`config.mk`:
```
export PLATFORM = sky130hd
export DESIGN_NAME = top_k_intensity_insertion_sorter
export DESIGN_NICKNAME = d
export VERILOG_FILES = /design/src/rtl/tkis_pkg.sv /design/src/rtl/tkis_list.sv /design/src/rtl/top_k_intensity_insertion_sorter.sv
export SDC_FILE = /design/constraint.sdc
export NUM_CORES = 1
export LEC_CHECK = 0
export ABC_AREA = 0
export ABC_CLOCK_PERIOD_IN_PS = 4900
export BUFFER_PORTS_ARGS = -buffer_cell sky130_fd_sc_hd__buf_2
export CAP_MARGIN = 15
export CORE_MARGIN = 4
export CORE_UTILIZATION = 50
export DETAILED_ROUTE_END_ITERATION = 8
export MAX_ROUTING_LAYER = met4
export PLACE_DENSITY = 0.74
export SYNTH_ARGS = -nofsm -noshare
export SYNTH_HDL_FRONTEND = slang
export SYNTH_SLANG_ARGS = --single-unit
```
`constraint.sdc`:
```
create_clock -name clk -period 4.9 [get_ports clk]
set_clock_uncertainty 0.2 [all_clocks]
set_input_delay 0.245 -clock clk [delete_from_list [all_inputs] [get_ports clk]]
set_output_delay 0.245 -clock clk [all_outputs]
set_load 0.05 [all_outputs]
```
`src/rtl/tkis_pkg.sv`:
```
// Shared types and constants for the top-K intensity insertion sorter.
// Depends on nothing; used by tkis_list.sv and top_k_intensity_insertion_sorter.sv.
package tkis_pkg;

	localparam int ID_W     = 16;
	localparam int INTEN_W  = 16;
	localparam int RANK_W   = 3;
	localparam int COUNT_W  = 4;
	localparam int APB_DW   = 32;
	localparam int PADDR_W  = 3;

	// Reset value of the threshold register, about 0.01 in Q4.12.
	localparam logic [INTEN_W-1:0] MIN_INTENSITY_RESET = 16'd41;

	// Register index as decoded from paddr[2] (registers lie at 4*i).
	localparam logic REG_MIN_INTENSITY = 1'b0;

	typedef enum logic [1:0] {
		FUNC_CLEAR   = 2'd0,
		FUNC_OFFER   = 2'd1,
		FUNC_PUBLISH = 2'd2
	} func_t;

	// Command word handed from the top level to the candidate list.
	typedef struct packed {
		logic               clear;
		logic               offer;
		logic [ID_W-1:0]    light_id;
		logic [INTEN_W-1:0] intensity;
	} list_cmd_t;

endpackage

```
`src/rtl/tkis_list.sv`:
```
// Sorted candidate list: a row of slots with parallel compare and shift insert.
// Depends on tkis_pkg.
module tkis_list #(
	parameter int CAPACITY = 8,
	parameter int IDX_W    = 3,
	parameter int CNT_W    = 4
) (
	input  logic                          clk,
	input  logic                          arst_n,
	input  tkis_pkg::list_cmd_t           cmd,
	input  logic [tkis_pkg::INTEN_W-1:0]  min_intensity,
	input  logic [IDX_W-1:0]              rd_idx,
	output logic [tkis_pkg::ID_W-1:0]     rd_id,
	output logic [tkis_pkg::INTEN_W-1:0]  rd_intensity,
	output logic [CNT_W-1:0]              count
);

	logic [tkis_pkg::ID_W-1:0]    slot_id_q    [CAPACITY];
	logic [tkis_pkg::INTEN_W-1:0] slot_inten_q [CAPACITY];
	logic [CNT_W-1:0]             count_q;
	logic [CAPACITY-1:0]          ge;
	logic                         full;
	logic                         insert;

	assign full = (count_q == CNT_W'(CAPACITY));

	// The offer goes in unless it is under threshold, or the list is full
	// and its weakest entry already matches or beats it.
	assign insert = cmd.offer && (cmd.intensity >= min_intensity) &&
		!(full && (slot_inten_q[CAPACITY-1] >= cmd.intensity));

	for (genvar i = 0; i < CAPACITY; i++) begin : g_slot
		// Held entries at least as intense as the offer form a prefix.
		assign ge[i] = (CNT_W'(i) < count_q) && (slot_inten_q[i] >= cmd.intensity);

		if (i == 0) begin : g_head
			always_ff @(posedge clk) begin
				if (insert && !ge[0]) begin
					slot_id_q[0]    <= cmd.light_id;
					slot_inten_q[0] <= cmd.intensity;
				end
			end
		end else begin : g_body
			always_ff @(posedge clk) begin
				if (insert) begin
					if (!ge[i-1]) begin
						slot_id_q[i]    <= slot_id_q[i-1];
						slot_inten_q[i] <= slot_inten_q[i-1];
					end else if (!ge[i]) begin
						slot_id_q[i]    <= cmd.light_id;
						slot_inten_q[i] <= cmd.intensity;
					end
				end
			end
		end
	end

	always_ff @(posedge clk or negedge arst_n) begin
		if (!arst_n) begin
			count_q <= '0;
		end else if (cmd.clear) begin
			count_q <= '0;
		end else if (insert && !full) begin
			count_q <= count_q + CNT_W'(1);
		end
	end

	assign rd_id        = slot_id_q[rd_idx];
	assign rd_intensity = slot_inten_q[rd_idx];
	assign count        = count_q;

endmodule

```
`src/rtl/top_k_intensity_insertion_sorter.sv`:
```
// Top level of the top-K intensity insertion sorter: command port, APB register,
// publish sequencer and result register. Depends on tkis_pkg and tkis_list.
//
// Usage. A command word (func, light_id, intensity) is taken at a rising edge
// where start is high and busy is low. It lands in an input register and is
// carried out on the next edge by the candidate list, which keeps up to
// CAPACITY lights sorted by descending intensity. Clear and offer words give
// no results and do not raise busy, so a stream of offers may be fed back to
// back at one word per cycle while busy stays low; each offer sees every
// earlier one. A publish word emits one result per held entry on consecutive
// cycles, rank 0 first, with last set on the final one. An empty list gives a
// single result with entry_valid low and last high. A result is shown for
// exactly one cycle, marked by result_valid; the receiver cannot stall it.
// The first result of a publish passes the input register, the publish
// sequencer and the result register; for an empty list it skips the sequencer.
// Busy is high from the cycle after the word is taken until the last result
// shows. Reset empties the list and loads min_intensity with 41 (about 0.01
// in Q4.12). The user is to write the threshold over the APB port at byte
// address 0 only while the block is idle; the block does not enforce this.
module top_k_intensity_insertion_sorter #(
	parameter int CAPACITY = 8
) (
	input  logic                                 clk,
	input  logic                                 arst_n,
	// Command channel
	input  logic                                 start,
	output logic                                 busy,
	input  logic [1:0]                           func,
	input  logic [tkis_pkg::ID_W-1:0]            light_id,
	input  logic [tkis_pkg::INTEN_W-1:0]         intensity,
	// Result channel
	output logic                                 result_valid,
	output logic                                 entry_valid,
	output logic [tkis_pkg::ID_W-1:0]            out_id,
	output logic [tkis_pkg::INTEN_W-1:0]         out_intensity,
	output logic [tkis_pkg::RANK_W-1:0]          rank,
	output logic [tkis_pkg::COUNT_W-1:0]         entry_count,
	output logic                                 last,
	// Configuration port
	input  logic                                 psel,
	input  logic                                 penable,
	input  logic                                 pwrite,
	input  logic [tkis_pkg::PADDR_W-1:0]         paddr,
	input  logic [tkis_pkg::APB_DW-1:0]          pwdata,
	output logic [tkis_pkg::APB_DW-1:0]          prdata,
	output logic                                 pready
);

	localparam int IDX_W = (CAPACITY > 1) ? $clog2(CAPACITY) : 1;
	localparam int CNT_W = $clog2(CAPACITY + 1);

	// Threshold register.
	logic [tkis_pkg::INTEN_W-1:0] min_intensity_q;
	logic                         cfg_write;

	// Input register stage.
	logic                         valid_s1;
	tkis_pkg::func_t              func_s1;
	logic [tkis_pkg::ID_W-1:0]    id_s1;
	logic [tkis_pkg::INTEN_W-1:0] inten_s1;

	// Publish sequencer.
	logic                         pub_active_q;
	logic [IDX_W-1:0]             pub_idx_q;
	logic                         pub_start;
	logic                         pub_final;

	// List interface.
	tkis_pkg::list_cmd_t          cmd;
	logic [tkis_pkg::ID_W-1:0]    rd_id;
	logic [tkis_pkg::INTEN_W-1:0] rd_intensity;
	logic [CNT_W-1:0]             count;

	logic                         accept;

	// The port always completes in its access cycle. Only paddr[2] selects a
	// register; the single register sits at index zero.
	assign pready    = 1'b1;
	assign cfg_write = psel && penable && pwrite && pready;

	always_ff @(posedge clk or negedge arst_n) begin
		if (!arst_n) begin
			min_intensity_q <= tkis_pkg::MIN_INTENSITY_RESET;
		end else if (cfg_write && (paddr[2] == tkis_pkg::REG_MIN_INTENSITY)) begin
			min_intensity_q <= pwdata[tkis_pkg::INTEN_W-1:0];
		end
	end

	always_comb begin
		prdata = '0;
		if (paddr[2] == tkis_pkg::REG_MIN_INTENSITY) begin
			prdata = {{(tkis_pkg::APB_DW - tkis_pkg::INTEN_W){1'b0}}, min_intensity_q};
		end
	end

	// A publish word holds the port from the moment it reaches the input
	// register until its last result has been loaded.
	assign pub_start = valid_s1 && (func_s1 == tkis_pkg::FUNC_PUBLISH);
	assign busy      = pub_start || pub_active_q;
	assign accept    = start && !busy;

	always_ff @(posedge clk or negedge arst_n) begin
		if (!arst_n) begin
			valid_s1 <= 1'b0;
		end else begin
			valid_s1 <= accept;
		end
	end

	always_ff @(posedge clk) begin
		if (accept) begin
			func_s1  <= tkis_pkg::func_t'(func);
			id_s1    <= light_id;
			inten_s1 <= intensity;
		end
	end

	// Unused func code 3 decodes to neither clear nor offer and is dropped.
	always_comb begin
		cmd.clear     = 1'b0;
		cmd.offer     = 1'b0;
		cmd.light_id  = id_s1;
		cmd.intensity = inten_s1;
		if (valid_s1) begin
			case (func_s1)
				tkis_pkg::FUNC_CLEAR: cmd.clear = 1'b1;
				tkis_pkg::FUNC_OFFER: cmd.offer = 1'b1;
				default: ;
			endcase
		end
	end

	tkis_list #(
		.CAPACITY (CAPACITY),
		.IDX_W    (IDX_W),
		.CNT_W    (CNT_W)
	) u_list (
		.clk           (clk),
		.arst_n        (arst_n),
		.cmd           (cmd),
		.min_intensity (min_intensity_q),
		.rd_idx        (pub_idx_q),
		.rd_id         (rd_id),
		.rd_intensity  (rd_intensity),
		.count         (count)
	);

	assign pub_final = (CNT_W'(pub_idx_q) + CNT_W'(1)) == count;

	always_ff @(posedge clk or negedge arst_n) begin
		if (!arst_n) begin
			pub_active_q <= 1'b0;
			pub_idx_q    <= '0;
			result_valid <= 1'b0;
		end else begin
			result_valid <= 1'b0;
			if (pub_active_q) begin
				result_valid <= 1'b1;
				if (pub_final) begin
					pub_active_q <= 1'b0;
				end else begin
					pub_idx_q <= pub_idx_q + IDX_W'(1);
				end
			end else if (pub_start) begin
				pub_idx_q <= '0;
				if (count == '0) begin
					// Empty list: a single marker result.
					result_valid <= 1'b1;
				end else begin
					pub_active_q <= 1'b1;
				end
			end
		end
	end

	// Result payload; rank and count are cut to their port widths.
	always_ff @(posedge clk) begin
		if (pub_active_q) begin
			entry_valid   <= 1'b1;
			out_id        <= rd_id;
			out_intensity <= rd_intensity;
			rank          <= tkis_pkg::RANK_W'(pub_idx_q);
			entry_count   <= tkis_pkg::COUNT_W'(count);
			last          <= pub_final;
		end else if (pub_start) begin
			entry_valid   <= 1'b0;
			out_id        <= '0;
			out_intensity <= '0;
			rank          <= '0;
			entry_count   <= '0;
			last          <= 1'b1;
		end
	end

endmodule
```
### After elaboration in Yosys (flattened, before gate mapping)

Memories as Yosys holds them, arrays and structs flattened.
Cells that the tools add are included.

* add/subtract/negate cells: 3
* order comparisons: 17
* muxes and demuxes: 83
* equal/unequal tests: 5
* bitwise logic cells: 15
* reduce and logical (&&, ||, !) cells: 28

Operators with widths (count)
* 16-bit two-way mux: 18
* 16-bit >= comparator: 9
* 1-bit two-way mux: 56
* 1-bit logical AND: 18
* 3-bit by 4-bit less-than comparator with 1-bit output (first input constant): 4
* 4-bit two-way mux: 4
* 1-bit bitwise OR: 14
* 3-bit two-way mux: 4
* 1-bit by 4-bit less-than comparator with 1-bit output (first input constant): 2
* 2-bit by 4-bit less-than comparator with 1-bit output (first input constant): 2
* 3-bit by 1-bit adder with 4-bit output (second input constant): 1
* 4-bit by 1-bit adder with 4-bit output (second input constant): 1
* 4-bit == test: 1
* 4-bit == test (second input constant): 1
* 1-bit zero test: 4
* 4-bit zero test: 1
* 2-bit nonzero test: 2
* 3-bit by 1-bit adder with 3-bit output (second input constant): 1
* 2-bit by 1-bit == test with 1-bit output (second input constant): 1
* 2-bit == test (second input constant): 1
* 2-bit zero test: 1
* 2-bit two-way mux: 1
* 2-bit != test (second input constant): 1
* 2-bit AND reduction: 1
* other kinds (2): 2

* output and inout port bits: 76
* flip-flop bits (word level): 101
* memories kept: 2
* input bits: 75
* bits in writable memories: 256
* logic and storage cells: 168

Memories
* u_list.slot_id_q: words 8, width 16, rd ports 8, clocked after Yosys merged registers in 0, wr ports 8, RTL line tkis_list.sv:18 `logic [tkis_pkg::ID_W-1:0] slot_id_q [CAPACITY];`
* u_list.slot_inten_q: words 8, width 16, rd ports 9, clocked after Yosys merged registers in 0, wr ports 8, RTL line tkis_list.sv:19 `logic [tkis_pkg::INTEN_W-1:0] slot_inten_q [CAPACITY];`

### Logic depth before layout (Yosys ltp)

* depth in word-level cells: 8
* depth in mapped cells: 11
* gate-level depth less buffers: 9

### By module

A second synthesis with hierarchy kept.

* cell total of the unflattened synthesis: 1297
* area total of the unflattened synthesis: 19601.3 um^2

Modules (own cells, without submodules)
* tkis_list: area each 15806.4 um^2, cells each 1066, sequential area each 7787.5 um^2, instances 1
* top_k_intensity_insertion_sorter: area each 3794.9 um^2, cells each 231, sequential area each 2796.4 um^2, instances 1

### Least setup slack after synthesis

No wires, ideal clock.

* path type: register to register
* start point: register inten_s1[9] in the netlist's numbering
* end point: memory u_list.slot_id_q[3][0] in the netlist's numbering (enable)
* arrival time: 3580 ps
* path buffers: 0
* required time: 4268 ps
* setup time: 432 ps
* setup slack: 688 ps
* clock period less this slack: 4212 ps
* cell stages (with the launch flop): 9
* path through: edfxtp_1 inv_1 ha_1 a211o_1 o211ai_1 nand4b_1 a2111o_1 o21a_2 a21oi_1

RTL lines
* from (decl): RTL line top_k_intensity_insertion_sorter.sv:60 `logic [tkis_pkg::INTEN_W-1:0] inten_s1;`
* from (signal assigned): RTL line top_k_intensity_insertion_sorter.sv:114 `inten_s1 <= intensity;`
* to (decl): RTL line tkis_list.sv:18

==> results by group <==
Outcome
  – Status: finished, final reports clean

Worst setup path
  – Setup crit start: inten_s1[8]
  – Reg-to-Reg Start: inten_s1[8]
  – Crit Path Category: reg2reg
  – Critical path endpoint category: register
  – Critical Path AT: around 4.4 ns
  – Setup crit start kind: register
  – CP max FO: 28
  – Req. time, crit path: 4.99 ns

Drt
  – Drt first-iter violations: ~1000
  – Drt first pass iters: 5
  – Vias: 12120
  – Post-DR vias/cell: 5.957
  – WL/cell: around 24 um
  – Antenna-violating nets left: 0
  – Routed wire length: between 40 and 50 mm
  – DRC violations left: 0

Clock network
  – CTS max path bufs: 3
  – Total clock sinks: approximately 360
  – Post_cts resized: 0
  – Clk_lat worst skew: 0.55 ns
  – Clock-pin slew on the worst setup and hold paths: 0.06 ns
  – Root buffer cell: clkbuf_16
  – Clock H-tree levels: 2
  – CTS tree: done
  – Num CTS Buffers: just over 40

Yosys
  – Synth warn: 0
  – Most used DFF post-synth: edfxtp_1
  – Count leader, synth: edfxtp_1
  – Mean Syn Cell Area: 15.40 um^2
  – Cells after Synth: approximately 1300
  – Ys async rst share: 7.283%
  – Synth Cell Area: 19850 um^2
  – Ranking of synthesized cells by area: edfxtp_1, ha_1, mux2_2
  – Flop and latch count out of synthesis: 357
  – Synth area leader: edfxtp_1
  – Post-synth EDFFs: 330
  – Yosys cell types: 61
  – Top-area cell type share of the netlist area: 49.93%
  – Top cells by count, synth: edfxtp_1, ha_1, mux2_2
  – Post-synthesis sequential area ratio: 53.33%

Placement
  – Final Wtd Congestion: 0.8979
  – PortBufs: 115
  – Post-DP HPWL: 31.40 mm

Global routing
  – GRT Util Overall: a little under a quarter
  – Initial antenna violation count: 0
  – Grt ovf: 0
  – Pin count of the biggest net entering global routing: 65
  – First-pass GRT wire length: 74.82 mm
  – Number of global-route vias before repair: 12480

Final layout
  – Synthesis-to-layout area growth: 15.21%
  – Layout cells sized above 1: 34.54%
  – Final layout net count: about 1700
  – Fill count: between 3000 and 4000
  – Ant diodes: 0

Pwr
  – Clk pwr share: 29.7%
  – Combinational Power Share: 28.4%
  – Sw power: 0.003174 W
  – VDD IR max: 0.0005448 V
  – Internal Power: 0.006600 W
  – Leakage: 8.679 nW
  – Pwr/cell area: 427.5 nW/um^2
  – Sequential share of power: 41.9%
  – Sw frac: approximately a third

Timing
  – Slew @ Worst Pin: 1.059 ns
  – Final setup fails: 0
  – RSZ-0062 raised after global routing: no
  – Final period demand of the worst path: 4.316 ns
  – Hold slack: about 0.063 ns
  – Final hold violations: 0
  – Max Clk Rate: roughly 230 MHz
  – Slew headroom: 29.41%
  – Sum of negative setup slack: 0 ns
  – Fin crit share: 88.08%
  – Fin. max-slew vios: 0

Floorplanning
  – Site row count: a little over 70
  – Die width: roughly 210 um
  – Starting Density: between 50% and 60%
  – Core Region: 38920 um^2
  – Io pins: 151
  – Height of the die: 207.2 um
  – Die ar.: 42940 um^2

Worst hold path
  – Worst min path class: in2async

Flow run
  – Max-cap violation count: 0
==> flip-flops by register name (all words and copies together) (netlist names), 16 cells and up <==
| name | count |
|---|---|
| inten_s1 | 16 |
| out_id | 16 |
| min_intensity_q | 16 |
| out_intensity | 16 |
| u_list.slot_id_q | 128 |
| id_s1 | 16 |
| u_list.slot_inten_q | 128 |
==> routing by layer <==
layer,vias up,routed length (um),global-route usage [%]
met1,6194,20960,31.02
met5,-,0,-
li1,5414,-,-
met4,0,990,5.244
met2,445,23560,36.93
met3,69,3171,3.793
==> layout by cell type (no fill, tap or decap), types with 16 or more instances in the layout <==
master	Yosys	routed
clkbuf_1	18	16
mux2_2	139	139
ha_1	147	147
clkbuf_16	0	42
nor2_1	42	39
a21oi_1	62	56
nor2b_1	34	34
inv_1	46	46
o21ai_0	28	28
buf_2	11	115
mux2i_1	41	41
dlygate4sd3_1	0	52
mux4_2	64	64
nand2_1	34	34
dfrtp_1	23	20
conb_1	2	17
buf_4	18	37
edfxtp_1	330	330
mux2_4	87	87
==> cell type report <==
cell class | instances | area [um^2] | area share (%)
repair buffers | 209 | 1474 | 6.446
inverters | 47 | 176.4 | 0.7716
well taps | 518 | 648.1 | 2.835
multi-input cells | 830 | 8720 | 38.14
clock buffers | 58 | 1111 | 4.859
flip-flops and latches | 357 | 10590 | 46.32
clock inverters | 16 | 145.1 | 0.6348
==> critical path, cell delays in order (launching register included) <==
cell      delay (ns)
edfxtp_1        0.57
inv_1           0.31
ha_1            0.37
and4_1          0.29
nand2_1         0.08
nor4_1          0.64
a2111o_1        0.25
o21a_2          0.22
or3b_2          0.56
buf_12          0.23
mux2_2          0.30
==> final timing paths <==
path                            cells past startpoint  slack, ns                      to
worst max-delay path                               10       0.58  u_list.slot_id_q[4][5]
worst min-delay path                                2       0.06      min_intensity_q[8]
worst max register to register                     10       0.58  u_list.slot_id_q[4][5]
worst min register to register                      1       0.27             entry_valid
max in group asynchronous                           2       3.93            pub_idx_q[0]
min in group clk                                    2       0.20            inten_s1[11]
==> power groups by stage <==
stage	sequential (W)	combinational (W)	clock (W)
finish	0.00410	0.00277	0.00290
global route	0.00415	0.00300	0.00310
CTS	0.00410	0.00278	0.00296
detailed placement	0.00415	0.00274	0
global placement	0.00414	0.00269	0
floorplan	0.00429	0.00178	0
==> kinds of logic after synthesis <==
logic type | share of synthesized area, %
xor gates and xnor gates | 0.2648
and+or+nand+nor | 5.163
AOI/OAI and AO/OA | 4.192
muxes | 24.20
other | 0.03784
adders and majority gates | 9.267
DFF | 53.33
buffers and inverters | 3.549
==> per-stage QoR <==
step / util [%] / cells / power [W] / cell area [um^2] / worst slack, ns
CTS: 58.75 / 2035 / 0.009843 / 22860 / 0.6229
detailed placement: 54.19 / 1909 / 0.006888 / 21090 / 0.6361
global placement: 54.19 / 1909 / 0.006829 / 21090 / 0.6835
finish: 58.75 / 2035 / 0.009774 / 22860 / 0.5841
global route: 58.75 / 2035 / 0.01024 / 22860 / 0.4305
floorplan: - / 1304 / 0.006067 / 19900 / 0.6883
==> timing repair <==
action,4_1_cts,5_1_grt
buffers inserted,0,0
hold buffers,52,0
endpoints found under the hold margin,78,0
setup endpoints to repair,0,0
Note: power is estimated with default switching activity, not from simulation.
